$ cat src/rtl/core/cldf_pkg.sv
package cldf_pkg;

  // Result kinds as carried on the output tuser
  typedef enum logic [2:0] {
    KIND_BODY      = 3'd0,
    KIND_EMPTY     = 3'd1,
    KIND_LINE_LONG = 3'd2,
    KIND_BAD_VALUE = 3'd3,
    KIND_TOO_LARGE = 3'd4,
    KIND_NO_LENGTH = 3'd5,
    KIND_STREAM_END = 3'd6
  } kind_e;

  // Configuration register indexes
  localparam logic RegMaxBody = 1'b0;
  localparam logic RegMaxLine = 1'b1;

  localparam logic [31:0] MaxBodyReset = 32'h0400_0000;  // 64 MiB
  localparam logic [15:0] MaxLineReset = 16'h2000;       // 8 KiB

  // Characters the parser reacts to
  localparam logic [7:0] ChLf    = 8'h0A;
  localparam logic [7:0] ChCr    = 8'h0D;
  localparam logic [7:0] ChTab   = 8'h09;
  localparam logic [7:0] ChVt    = 8'h0B;
  localparam logic [7:0] ChFf    = 8'h0C;
  localparam logic [7:0] ChSpace = 8'h20;
  localparam logic [7:0] ChColon = 8'h3A;
  localparam logic [7:0] ChPlus  = 8'h2B;
  localparam logic [7:0] ChMinus = 8'h2D;
  localparam logic [7:0] Ch0     = 8'h30;
  localparam logic [7:0] Ch9     = 8'h39;
  localparam logic [7:0] ChUpA   = 8'h41;
  localparam logic [7:0] ChUpZ   = 8'h5A;
  localparam logic [7:0] CaseGap = 8'h20;

  // Length of the header name we look for
  localparam logic [3:0] NameLen = 4'd14;
  localparam logic [3:0] NamePosMax = 4'd15;

  // Value parsing phase
  typedef enum logic [1:0] {
    VP_SKIP   = 2'd0,  // skipping leading whitespace
    VP_SIGN   = 2'd1,  // sign taken, digits expected
    VP_DIGITS = 2'd2,  // inside the digit run
    VP_DONE   = 2'd3   // digit run finished
  } vphase_e;

  // Per-line parser state, apart from the accumulator
  typedef struct packed {
    logic       colon;
    logic [3:0] name_pos;
    logic       name_match;
    vphase_e    vphase;
    logic       vneg;
    logic       vdigit;
  } line_st_t;

  typedef struct packed {
    line_st_t st;
    logic     acc;   // a digit goes into the accumulator
  } feed_t;

  // Control towards the value accumulator
  typedef struct packed {
    logic       clear;
    logic       acc_en;
    logic [3:0] digit;
  } val_ctrl_t;

  // Status back from the value accumulator
  typedef struct packed {
    logic        overflow;
    logic        too_large;
    logic [31:0] value;
  } val_stat_t;

  // Lower-case "content-length", one character per position
  function automatic logic [7:0] name_char(input logic [3:0] pos);
    logic [7:0] c;
    unique case (pos)
      4'd0:    c = 8'h63;  // c
      4'd1:    c = 8'h6F;  // o
      4'd2:    c = 8'h6E;  // n
      4'd3:    c = 8'h74;  // t
      4'd4:    c = 8'h65;  // e
      4'd5:    c = 8'h6E;  // n
      4'd6:    c = 8'h74;  // t
      4'd7:    c = 8'h2D;  // -
      4'd8:    c = 8'h6C;  // l
      4'd9:    c = 8'h65;  // e
      4'd10:   c = 8'h6E;  // n
      4'd11:   c = 8'h67;  // g
      4'd12:   c = 8'h74;  // t
      4'd13:   c = 8'h68;  // h
      default: c = 8'h00;
    endcase
    return c;
  endfunction

  function automatic logic is_space(input logic [7:0] c);
    return (c == ChSpace) || (c == ChTab) || (c == ChVt) || (c == ChFf) ||
           (c == ChCr) || (c == ChLf);
  endfunction

endpackage

$ cat src/rtl/core/cldf_value.sv
module cldf_value
  import cldf_pkg::*;
(
  input  logic        clk_i,
  input  logic        rst_ni,
  input  val_ctrl_t   ctrl_i,
  input  logic        neg_i,
  input  logic [31:0] max_body_i,
  output val_stat_t   stat_o
);

  logic [63:0] acc_q, acc_d;
  logic        ovf_q, ovf_d;
  logic [67:0] acc_x;
  logic [67:0] sum;
  logic [63:0] signed_val;

  // acc * 10 + digit, with the carry out of 64 bits kept
  assign acc_x = {4'b0, acc_q};
  assign sum   = (acc_x << 3) + (acc_x << 1) + {64'b0, ctrl_i.digit};

  always_comb begin
    acc_d = acc_q;
    ovf_d = ovf_q;
    if (ctrl_i.clear) begin
      acc_d = '0;
      ovf_d = 1'b0;
    end else if (ctrl_i.acc_en) begin
      acc_d = sum[63:0];
      ovf_d = ovf_q | (|sum[67:64]);
    end
  end

  always_ff @(posedge clk_i or negedge rst_ni) begin
    if (!rst_ni) begin
      acc_q <= '0;
      ovf_q <= 1'b0;
    end else begin
      acc_q <= acc_d;
      ovf_q <= ovf_d;
    end
  end

  // A negative value wraps modulo 2^64
  assign signed_val = neg_i ? (64'd0 - acc_q) : acc_q;

  assign stat_o.overflow  = ovf_q;
  assign stat_o.too_large = (|signed_val[63:32]) || (signed_val[31:0] > max_body_i);
  assign stat_o.value     = signed_val[31:0];

endmodule

$ cat src/rtl/core/content_length_message_deframer.sv
// Channel  Direction  Handshake                 Payload
// s_axis   in         s_axis_tvalid/tready      tdata: in_byte; tuser: at_end
// m_axis   out        m_axis_tvalid/tready      tdata: out_byte; tuser: kind; tlast: last
// cfg      in         cfg_valid_i/cfg_ready_o   cfg_index_i, cfg_data_i
//
// One input byte is taken per cycle while the input is ready; its result, if any, is
// loaded into the output register in the next cycle. The input is ready whenever that
// register is empty or is being drained, so throughput is one byte per cycle while the
// sink keeps up. A stalled sink holds the result and stops input only while it stays
// stalled. Reset clears all parser state and loads the default limits; no clearing pass.
module content_length_message_deframer
  import cldf_pkg::*;
(
  input  logic        clk_i,
  input  logic        rst_ni,
  // input stream
  input  logic        s_axis_tvalid,
  output logic        s_axis_tready,
  input  logic [7:0]  s_axis_tdata,   // [7:0] in_byte
  input  logic        s_axis_tuser,   // [0] at_end
  // result stream
  output logic        m_axis_tvalid,
  input  logic        m_axis_tready,
  output logic [7:0]  m_axis_tdata,   // [7:0] out_byte
  output logic [2:0]  m_axis_tuser,   // [2:0] kind
  output logic        m_axis_tlast,
  // configuration writes
  input  logic        cfg_valid_i,
  output logic        cfg_ready_o,
  input  logic        cfg_index_i,
  input  logic [31:0] cfg_data_i
);

  localparam line_st_t LineReset = '{colon: 1'b0, name_pos: 4'd0, name_match: 1'b1,
                                     vphase: VP_SKIP, vneg: 1'b0, vdigit: 1'b0};

  // Configuration registers
  logic [31:0] max_body_q;
  logic [15:0] max_line_q;

  // Parser state
  logic        in_body_q, in_body_d;
  logic [15:0] line_count_q, line_count_d;
  logic        prev_cr_q, prev_cr_d;
  line_st_t    line_q, line_d;
  logic        known_q, known_d;
  logic [31:0] rem_q, rem_d;

  // Output register
  logic        out_valid_q;
  logic [7:0]  out_byte_q;
  kind_e       out_kind_q;
  logic        out_last_q;

  logic        accept;
  logic        eof;
  logic [7:0]  b;
  logic        res_valid;
  logic [7:0]  res_byte;
  kind_e       res_kind;
  logic        res_last;
  logic        do_clear;
  logic        do_end;
  logic        end_eof;
  logic        len_zero;
  logic        hdr_match;
  feed_t       f_cr;
  feed_t       f_b;
  val_ctrl_t   val_ctrl;
  val_stat_t   val_stat;

  // One character into the name matcher or the value parser
  function automatic feed_t feed(input line_st_t st, input logic [7:0] c);
    feed_t      r;
    logic [7:0] lc;
    logic       dig;
    r.st  = st;
    r.acc = 1'b0;
    lc    = ((c >= ChUpA) && (c <= ChUpZ)) ? (c + CaseGap) : c;
    dig   = (c >= Ch0) && (c <= Ch9);
    if (!st.colon) begin
      if (c == ChColon) begin
        r.st.colon      = 1'b1;
        r.st.name_match = st.name_match && (st.name_pos == NameLen);
      end else begin
        if ((st.name_pos >= NameLen) || (lc != name_char(st.name_pos))) begin
          r.st.name_match = 1'b0;
        end
        if (st.name_pos < NamePosMax) begin
          r.st.name_pos = st.name_pos + 4'd1;
        end
      end
    end else begin
      if (st.vphase == VP_SKIP) begin
        if (is_space(c)) begin
          r.st.vphase = VP_SKIP;
        end else if ((c == ChPlus) || (c == ChMinus)) begin
          r.st.vneg   = (c == ChMinus);
          r.st.vphase = VP_SIGN;
        end else begin
          r.st.vphase = dig ? VP_DIGITS : VP_DONE;
        end
      end else if ((st.vphase == VP_SIGN) || (st.vphase == VP_DIGITS)) begin
        r.st.vphase = dig ? VP_DIGITS : VP_DONE;
      end
      if ((r.st.vphase == VP_DIGITS) && dig && (st.vphase != VP_SKIP || !is_space(c))
          && !(st.vphase == VP_SKIP && ((c == ChPlus) || (c == ChMinus)))) begin
        r.acc       = 1'b1;
        r.st.vdigit = 1'b1;
      end
    end
    return r;
  endfunction

  assign accept        = s_axis_tvalid && s_axis_tready;
  assign s_axis_tready = !out_valid_q || m_axis_tready;
  assign cfg_ready_o   = 1'b1;
  assign eof           = s_axis_tuser;
  assign b             = s_axis_tdata;

  // Configuration registers
  always_ff @(posedge clk_i or negedge rst_ni) begin
    if (!rst_ni) begin
      max_body_q <= MaxBodyReset;
      max_line_q <= MaxLineReset;
    end else if (cfg_valid_i) begin
      unique case (cfg_index_i)
        RegMaxBody: max_body_q <= cfg_data_i;
        RegMaxLine: max_line_q <= cfg_data_i[15:0];
        default:    max_body_q <= max_body_q;
      endcase
    end
  end

  // Line ends: empty line after dropping a trailing CR, and the header match
  assign len_zero  = (line_count_q == 16'd0) || ((line_count_q == 16'd1) && prev_cr_q);
  assign hdr_match = line_q.colon && line_q.name_match;

  // A pending CR goes through first, then the new byte
  assign f_cr = feed(line_q, ChCr);
  assign f_b  = feed(prev_cr_q ? f_cr.st : line_q, b);

  // Next-state and result logic
  always_comb begin
    in_body_d    = in_body_q;
    line_count_d = line_count_q;
    prev_cr_d    = prev_cr_q;
    line_d       = line_q;
    known_d      = known_q;
    rem_d        = rem_q;
    res_valid    = 1'b0;
    res_byte     = 8'd0;
    res_kind     = KIND_BODY;
    res_last     = 1'b0;
    do_clear     = 1'b0;
    do_end       = 1'b0;
    end_eof      = 1'b0;
    val_ctrl     = '{clear: 1'b0, acc_en: 1'b0, digit: b[3:0]};

    if (accept) begin
      if (in_body_q) begin
        if (eof) begin
          res_valid = 1'b1;
          res_kind  = KIND_STREAM_END;
          res_last  = 1'b1;
        end else begin
          rem_d     = rem_q - 32'd1;
          res_valid = 1'b1;
          res_byte  = b;
          res_kind  = KIND_BODY;
          res_last  = (rem_q == 32'd1);
        end
      end else if (eof) begin
        if (line_count_q == 16'd0) begin
          res_valid = 1'b1;
          res_kind  = KIND_STREAM_END;
          res_last  = 1'b1;
        end else begin
          do_end  = 1'b1;
          end_eof = 1'b1;
        end
      end else if (b == ChLf) begin
        do_end = 1'b1;
      end else if (line_count_q >= max_line_q) begin
        res_valid = 1'b1;
        res_kind  = KIND_LINE_LONG;
        res_last  = 1'b1;
      end else begin
        line_count_d    = line_count_q + 16'd1;
        prev_cr_d       = (b == ChCr);
        if (b == ChCr) begin
          line_d = prev_cr_q ? f_cr.st : line_q;
        end else begin
          line_d          = f_b.st;
          val_ctrl.acc_en = f_b.acc;
        end
      end
    end

    // End of a header line
    if (do_end) begin
      if (len_zero) begin
        if (!known_q) begin
          res_valid = 1'b1;
          res_kind  = KIND_NO_LENGTH;
          res_last  = 1'b1;
        end else if (rem_q == 32'd0) begin
          res_valid = 1'b1;
          res_kind  = KIND_EMPTY;
          res_last  = 1'b1;
        end else if (end_eof) begin
          res_valid = 1'b1;
          res_kind  = KIND_STREAM_END;
          res_last  = 1'b1;
        end else begin
          do_clear  = 1'b1;
          in_body_d = 1'b1;
        end
      end else if (hdr_match && (!line_q.vdigit || val_stat.overflow)) begin
        res_valid = 1'b1;
        res_kind  = KIND_BAD_VALUE;
        res_last  = 1'b1;
      end else if (hdr_match && val_stat.too_large) begin
        res_valid = 1'b1;
        res_kind  = KIND_TOO_LARGE;
        res_last  = 1'b1;
      end else begin
        if (hdr_match) begin
          known_d = 1'b1;
          rem_d   = val_stat.value;
        end
        do_clear = 1'b1;
        if (end_eof) begin
          res_valid = 1'b1;
          res_kind  = KIND_STREAM_END;
          res_last  = 1'b1;
        end
      end
    end

    // Any closing result restarts at header parsing
    if (res_valid && res_last) begin
      do_clear  = 1'b1;
      in_body_d = 1'b0;
      known_d   = 1'b0;
      rem_d     = 32'd0;
    end

    if (do_clear) begin
      line_count_d    = 16'd0;
      prev_cr_d       = 1'b0;
      line_d          = LineReset;
      val_ctrl.clear  = 1'b1;
      val_ctrl.acc_en = 1'b0;
    end
  end

  // Decimal accumulator with overflow and limit check
  cldf_value u_value (
    .clk_i      (clk_i),
    .rst_ni     (rst_ni),
    .ctrl_i     (val_ctrl),
    .neg_i      (line_q.vneg),
    .max_body_i (max_body_q),
    .stat_o     (val_stat)
  );

  // Parser state
  always_ff @(posedge clk_i or negedge rst_ni) begin
    if (!rst_ni) begin
      in_body_q    <= 1'b0;
      line_count_q <= 16'd0;
      prev_cr_q    <= 1'b0;
      line_q       <= LineReset;
      known_q      <= 1'b0;
      rem_q        <= 32'd0;
    end else begin
      in_body_q    <= in_body_d;
      line_count_q <= line_count_d;
      prev_cr_q    <= prev_cr_d;
      line_q       <= line_d;
      known_q      <= known_d;
      rem_q        <= rem_d;
    end
  end

  // Output register: loads on a result, empties when the transfer completes
  always_ff @(posedge clk_i or negedge rst_ni) begin
    if (!rst_ni) begin
      out_valid_q <= 1'b0;
    end else if (res_valid) begin
      out_valid_q <= 1'b1;
    end else if (m_axis_tready) begin
      out_valid_q <= 1'b0;
    end
  end

  always_ff @(posedge clk_i) begin
    if (res_valid) begin
      out_byte_q <= res_byte;
      out_kind_q <= res_kind;
      out_last_q <= res_last;
    end
  end

  assign m_axis_tvalid = out_valid_q;
  assign m_axis_tdata  = out_byte_q;
  assign m_axis_tuser  = out_kind_q;
  assign m_axis_tlast  = out_last_q;

endmodule
$ cat config.mk
export PLATFORM = sky130hd
export DESIGN_NAME = content_length_message_deframer
export DESIGN_NICKNAME = d
export VERILOG_FILES = /design/src/rtl/core/cldf_pkg.sv /design/src/rtl/core/cldf_value.sv /design/src/rtl/core/content_length_message_deframer.sv
export SDC_FILE = /design/constraint.sdc
export NUM_CORES = 1
export LEC_CHECK = 0
export ABC_AREA = 1
export BUFFER_PORTS_ARGS = -buffer_cell sky130_fd_sc_hd__buf_4
export CAP_MARGIN = 10
export CORE_ASPECT_RATIO = 1.2
export CORE_MARGIN = 10
export CORE_UTILIZATION = 60
export DETAILED_ROUTE_END_ITERATION = 6
export PLACE_DENSITY = 0.82
export SLEW_MARGIN = 20
export SYNTH_ARGS = -nofsm -noshare
export SYNTH_HDL_FRONTEND = slang
export SYNTH_SLANG_ARGS = --single-unit
$ cat constraint.sdc
create_clock -name clk_i -period 3.8 [get_ports clk_i]
set_input_delay 0.38 -clock clk_i [delete_from_list [all_inputs] [get_ports clk_i]]
set_output_delay 0.38 -clock clk_i [all_outputs]
set_load 0.05 [all_outputs]
== Word level (Yosys, flattened, before mapping) ==
Memories as Yosys holds them, arrays and structs flattened.
Cells that the tools add are included.
Storage, ports and cells
  word-level logic and storage cells: 258
  memory bits (read-only): 224
  input bits: 47
  memories: 2
  flip-flop bits (word level): 187
  output and inout bits: 15
Operators by class
  eq/ne operators: 28
  reductions and logical operators: 52
  bitwise operators: 4
  add/subtract/negate cells: 8
  magnitude comparators: 10
  mux-type cells: 135
Memory list
  (name not given): words 16, bits a word 7, rd ports 1, clocked after memory_dff 0, write ports 0, RTL line cldf_pkg.sv:81  | unique case (pos)
  (name not given): words 16, bits a word 7, rd ports 1, clocked after memory_dff 0, write ports 0, RTL line cldf_pkg.sv:81
Operator list (number)
  32-bit 2-to-1 mux: 9
  64-bit 2-to-1 mux: 3
  16-bit 2-to-1 mux: 6
  1-bit 2-to-1 mux: 75
  10-bit 2-to-1 mux: 7
  67-bit by 65-bit adder with 68-bit output: 1
  68-bit by 4-bit adder with 68-bit output: 1
  1-bit by 64-bit subtractor with 64-bit output, first input constant: 1
  8-bit by 4-bit == test with 1-bit output, second input constant: 5
  3-bit 2-to-1 mux: 12
  32-bit by 1-bit == test with 1-bit output, second input constant: 1
  8-bit by 6-bit == test with 1-bit output, second input constant: 4
  32-bit greater-than comparator: 1
  32-bit zero test: 1
  8-bit 2-to-1 mux: 4
  32-bit OR reduction: 1
  32-bit by 1-bit subtractor with 32-bit output, second input constant: 1
  2-bit 2-to-1 mux: 12
  16-bit by 1-bit adder with 16-bit output, second input constant: 1
  16-bit by 1-bit == test with 1-bit output, second input constant: 1
  16-bit greater-or-equal comparator: 1
  16-bit zero test: 1
  2-bit nonzero test: 8
  1-bit logical OR: 15
  28 further kinds: 65

== Longest topological paths before layout ==
An unclocked memory read counts as a cell.
  depth in word-level cells: 27
  depth in mapped cells: 24
  depth with buffers taken out: 24

== By module ==
From an unflattened synthesis, not the netlist that was laid out.
Second synthesis, totals
  cell total of the unflattened synthesis: 2896
  area, all modules: 18681.7 um^2
Modules (own cells, without submodules)
  cldf_value: instances 1, cells each 1935, area an instance 11229.5 um^2, sequential area each 1626.6 um^2
  content_length_message_deframer: instances 1, cells each 961, area an instance 7452.1 um^2, sequential area each 3116.7 um^2

== Worst setup path before layout ==
OpenSTA, ideal clock, no wires.
  path kind: register -> register
  start: register line_q (netlist bit f_cr[2])
  end: register out_byte_q[0], in the netlist m_axis_tdata[0], enable pin
  data required time: 3.450 ns
  clock period less this slack: 3.500 ns
  library setup time: 0.350 ns
  arrival: 3.150 ns
  slack: 0.300 ns
  buffers on the path: 4
  stages on the path, launching flop included: 22
  cell sequence: dfrtp_1 > buf_2 > buf_2 > clkbuf_1 > clkbuf_1 > nand2_1 > xnor2_1 > ha_1 > nand2_1 > inv_1 > nand3_1 > nor4_1 > nand2_1 > nand2_1 > nand2_1 > a21oi_1 > inv_1 > nand3_2 > nand2_2 > nand2_2 > nand2_4 > nand2_1
Between the ends
  longest elaborated chain between the ends: 8
  elaborated cells between the ends (all ways): 9
  those cells by class: order compare (1); mux (5); reduce/logical (3)
RTL lines
  from (decl): RTL line content_length_message_deframer.sv:45  | line_st_t line_q, line_d;
  from (signal assigned): RTL line content_length_message_deframer.sv:274  | line_q <= LineReset;
  from (signal assigned): RTL line content_length_message_deframer.sv:281  | line_q <= line_d;
  64-bit 2-to-1 mux *: RTL line cldf_value.sv:45  | assign signed_val = neg_i ? (64'd0 - acc_q) : acc_q;
  32-bit greater-than comparator or 32-bit OR reduction (tied branches): RTL line cldf_value.sv:48  | assign stat_o.too_large = (|signed_val[63:32]) || (signed_val[31:0] > max_body_i);
  1-bit logical OR *: RTL line cldf_value.sv:48
  1-bit logical AND *: RTL line content_length_message_deframer.sv:223  | end else if (hdr_match && val_stat.too_large) begin
  1-bit 2-to-1 mux *: RTL line content_length_message_deframer.sv:223
  1-bit 2-to-1 mux *: RTL line content_length_message_deframer.sv:219  | end else if (hdr_match && (!line_q.vdigit || val_stat.overflow)) begin
  1-bit 2-to-1 mux *: RTL line content_length_message_deframer.sv:202  | if (len_zero) begin
  1-bit 2-to-1 mux *: RTL line content_length_message_deframer.sv:201  | if (do_end) begin
  net res_valid: RTL line content_length_message_deframer.sv:58  | logic res_valid;
  to (signal assigned): RTL line content_length_message_deframer.sv:300  | out_byte_q <= res_byte;
  to (decl): RTL line content_length_message_deframer.sv:51  | logic [7:0] out_byte_q;
The timed path passes the listed nets; every way through them passes the cells marked *.
A chain may end at the register's enable or synchronous reset.

== Worst setup path in the final report ==
  start: register u_value.acc_q[2]
  end: register out_byte_q[3], in the netlist m_axis_tdata[3], enable pin
Between the ends
  longest elaborated chain between the ends: 9
  elaborated cells between the ends (all ways): 10
  those cells by class: add/sub (1); order compare (1); mux (5); reduce/logical (3)
RTL lines
  from (decl): RTL line cldf_value.sv:12  | logic [63:0] acc_q, acc_d;
  from (signal assigned): RTL line cldf_value.sv:36  | acc_q <= '0;
  from (signal assigned): RTL line cldf_value.sv:39  | acc_q <= acc_d;
  1-bit by 64-bit subtractor with 64-bit output: RTL line cldf_value.sv:45
  64-bit 2-to-1 mux *: RTL line cldf_value.sv:45
  32-bit greater-than comparator or 32-bit OR reduction (tied branches): RTL line cldf_value.sv:48
  1-bit logical OR *: RTL line cldf_value.sv:48
  1-bit logical AND *: RTL line content_length_message_deframer.sv:223
  1-bit 2-to-1 mux *: RTL line content_length_message_deframer.sv:223
  1-bit 2-to-1 mux *: RTL line content_length_message_deframer.sv:219
  1-bit 2-to-1 mux *: RTL line content_length_message_deframer.sv:202
  1-bit 2-to-1 mux *: RTL line content_length_message_deframer.sv:201
  net res_valid: RTL line content_length_message_deframer.sv:58
Marked as above.

==> reports/metrics.yaml <==
clock_tree:
  cts_root_buf: "clkbuf_16"
  clkLatencyLatePin_ns: 0.46
  clkSlewWorstSetupHoldPaths_ns: 0.08
  cts_buffer_depth: 2
  cts_buffers: 17
  cts_sinks: 187
  cts.htree.levels: 4
  cts_tree: "built"
pwr:
  ir_drop_v: 0.000381
  switching_share_pct: 37.6
  power_leakage_nw: 11.2
  clockPowerShare_pct: 32.0
  p_per_area_mw_per_mm2: 276
  p_sw_mw: 2.11
  p_comb_share_pct: 27.6
  p_int_mw: 3.50
  pwr-share-seq_pct: 40.4
floorplan:
  core_area_sq_mm: 0.0296
  num_rows: 69
  start_util_pct: 61.0
  die_height_microns: 210
  io_pins: 62
  die-area_sq_mm: 0.0374
  dieWidth_microns: 178
critical_path:
  crit_chain: "inv_2 -> nand3_1 -> nor2_4 -> nand3_1 -> nand2_2 -> xor2_2 -> ha_1 -> nand4_1 -> inv_1 -> nand4_1 -> nor2_2 -> and3_1 -> a21oi_2 -> inv_1 -> nand3_4 -> nand2_4 -> nand2_2 -> nand2_8 -> nand2_1 -> buf_6"
  critPathCaptureType: "flop"
  start_kind: "flop"
  cp_top_family: "simple AND/OR/NAND/NOR gates"
  crit_type: "flop to flop"
  timing.rr.start: "u_value.acc_q[2]"
  crit_required_ns: 3.97
  startpoint: "u_value.acc_q[2]"
  critPathSlowestCell: "dfrtp_1"
  slowest_delay_ns: 0.45
  cp.buffers_inverters: 4
  critPathMaxFanout: 12
  critPathArrivalTime_ns: 3.85
final_layout:
  multiInputGateArea_sq_mm: 0.0120
  fill_cells: 2605
  drive_above_1_share_pct: 10.0
  fin_area_sq_mm: 0.0203
  nets: 3040
  area_growth_pct: 12.4
  register_area_sq_mm: 0.00475
yosys:
  yosysWarningCount: 0
  ys_seq_area_share_pct: 26.3
  syn_area_sq_mm: 0.0180
  syn_area_per_cell_sq_um: 6.76
  syn_inst: 2671
  syn-num-nets: 2912
  ys_ff_latch: 187
  ys_types: 55
sta:
  setup_violations: 0
  hold_slack_ns: 0.170
  max_freq_mhz: 271
  worst_pin_slew_ns: 0.861
  finClkSkew_ns: 0.0142
  fin_crit_sh_pct: 97.0
  hold_violations: 0
  fin_crit_ns: 3.69
  slew_violations: 0
  tns_ns: 0
  slew_headroom_pct: 42.4
  layout_setup_ws_ns: 0.115
routing:
  avgRoutedWirePerCell_microns: 20.5
  drt-pass1-iter-count: 7
  viasPerCell: 5.97
  drt_iter0_markers: 1940
  vias: 19100
  totalWireLength_mm: 65.7
  drc: 0
  drtAntennaViolNets: 0
placement:
  pre_cts_ws_ns: 0.00600
  gp_congestion: 1.12
  portBuffers: 60
  hpwl_mm: 52.8
  postPlaceCellArea_sq_mm: 0.0195
global_routing:
  grt_pass1_vias: 18900
  grt_max_degree: 70
  grtUsageTotal_pct: 34.5
  grt_first_pass_wirelength_mm: 101
  grt_overflow: 0
  antenna_found_initial: 1
run_status:
  status: "finished clean"
min_path:
  hold_class: "input pin to flop"
  hp-start: "cfg_data_i[26]"
job:
  max-cap-violations: 0
metrics by stage:
stage	util, %	power, mW	std cells
6_report	68.5	5.61	3203
5_1_grt	68.5	5.83	3202
4_1_cts	67.8	5.54	3197
3_5_place_dp	65.8	3.77	3164
3_3_place_gp	65.8	3.71	3164
2_1_floorplan	-	3.25	2671
cells in the mapped netlist, drive strengths merged:
| library cell | n | share of area (%) |
|---|---|---|
| nand4 | 40 | 1.4 |
| o21ai | 192 | 5.5 |
| inv | 323 | 6.7 |
| buf | 22 | 0.81 |
| nand2 | 627 | 13 |
| o211ai | 6 | 0.25 |
| o221a | 2 | 0.12 |
| nand3 | 136 | 3.8 |
| o221ai | 2 | 0.097 |
| and3 | 4 | 0.14 |
| o22ai | 27 | 0.94 |
| nor4 | 11 | 0.38 |
| a211oi | 15 | 0.62 |
| o311ai | 1 | 0.049 |
| nor2 | 421 | 9.1 |
| a21oi | 166 | 4.9 |
| or2 | 8 | 0.28 |
| a2111oi | 1 | 0.049 |
| nand3b | 14 | 0.58 |
| nor3 | 37 | 1.1 |
| dfrtp | 172 | 24 |
| a31oi | 12 | 0.42 |
| a31o | 1 | 0.049 |
| a21boi | 5 | 0.23 |
| o311a | 1 | 0.055 |
| conb | 1 | 0.021 |
| a22oi | 2 | 0.083 |
| fa | 2 | 0.22 |
| and2 | 2 | 0.069 |
| o21a | 8 | 0.33 |
| clkbuf | 26 | 0.54 |
| o31ai | 15 | 0.62 |
| ha | 192 | 13 |
| a21o | 19 | 0.79 |
| o21bai | 11 | 0.46 |
| nor3b | 1 | 0.042 |
| dfstp | 3 | 0.44 |
| xor2 | 80 | 3.9 |
| xnor2 | 51 | 2.5 |
| edfxtp | 12 | 2.0 |
timing repair:
action                                  in CTS  in global routing
buffers inserted                             0                  5
endpoints found under the hold margin       34                  0
pin swaps                                    0                  6
resized for setup                            1                 35
hold buffers                                 1                  0
endpoints found under the setup margin      33                 59
power groups by stage:
| stage | combinational, mW | clock (mW) | sequential, mW |
|---|---|---|---|
| 2_1_floorplan | 0.827 | 0 | 2.42 |
| 3_3_place_gp | 1.42 | 0 | 2.29 |
| 3_5_place_dp | 1.48 | 0 | 2.30 |
| 4_1_cts | 1.49 | 1.79 | 2.26 |
| 5_1_grt | 1.68 | 1.88 | 2.28 |
| 6_report | 1.55 | 1.79 | 2.27 |
layer usage:
metal / wire length [microns] / part of all wire, % / track usage (%)
met1: 23600 / 36 / 36.7
met2: 32100 / 49 / 59.0
met3: 4230 / 6.4 / 6.04
met4: 5810 / 8.8 / 27.8
met5: 0 / 0 / 0
placed cells by master (no fill, tap or decap), types with 12 or more instances in the layout:
master | Yosys | layout
edfxtp_1 | 12 | 12
xnor2_1 | 51 | 51
a211oi_1 | 15 | 15
nand4_1 | 39 | 39
xor2_1 | 80 | 70
a21oi_1 | 154 | 153
buf_4 | 2 | 149
o21ai_0 | 154 | 152
o22ai_1 | 27 | 27
inv_1 | 317 | 315
ha_1 | 192 | 191
a31oi_1 | 12 | 12
o21ai_1 | 32 | 34
o31ai_1 | 15 | 15
dfrtp_1 | 172 | 169
nand3_1 | 134 | 132
nor2_1 | 409 | 406
nor3_1 | 34 | 34
nand3b_1 | 14 | 14
clkbuf_16 | 0 | 17
a21oi_2 | 12 | 13
nand2_1 | 615 | 612
a21o_1 | 19 | 19
flip-flops by register name (all words and copies together) (netlist names):
name	cells
line_q	7
line_count_q	16
in_body_q	1
prev_cr_q	1
m_axis_tuser	3
f_cr	3
known_q	1
m_axis_tvalid	1
m_axis_tlast	1
max_body_q	32
max_line_q	16
u_value.acc_q	64
m_axis_tdata	8
rem_q	32
u_value.ovf_q	1
kinds of logic after synthesis:
family                     synth area share (%)
other                                    0.0208
xor gates and xnor gates                   6.36
adders and majority gates                  13.5
AOI/OAI and AO/OA                          15.5
buffers and inverters                      8.07
DFF                                        26.3
and+or+nand+nor                            30.2
layout make-up:
class                      count  area share (%)
multi-input combinational   2113            59.3
sequential                   187            23.4
timing repair buffer         157            6.13
inverter                     323            5.98
tap                          390            2.41
clock buffer                  17            2.10
clock inverter                15           0.672
antenna                        1          0.0123
final timing paths:
kind                                endpoint  slack [ns]  depth (start not counted)
min                           max_body_q[26]        0.17                          3
max reg2reg                  m_axis_tdata[3]        0.11                         20
max in group asynchronous          line_q[4]        2.37                          3
max                          m_axis_tdata[3]        0.11                         20
min in group asynchronous  u_value.acc_q[63]        0.47                          2
min reg2reg                   max_line_q[12]        0.49                          2
tightest hold or removal path, delay by kind of cell:
kind,cells,cell delay [ns]
buffers and inverters,1,0.11
AND/OR/NAND/NOR,1,0.09
AO/OA/AOI/OAI,1,0.04
Power figures use the tool's default switching activity.
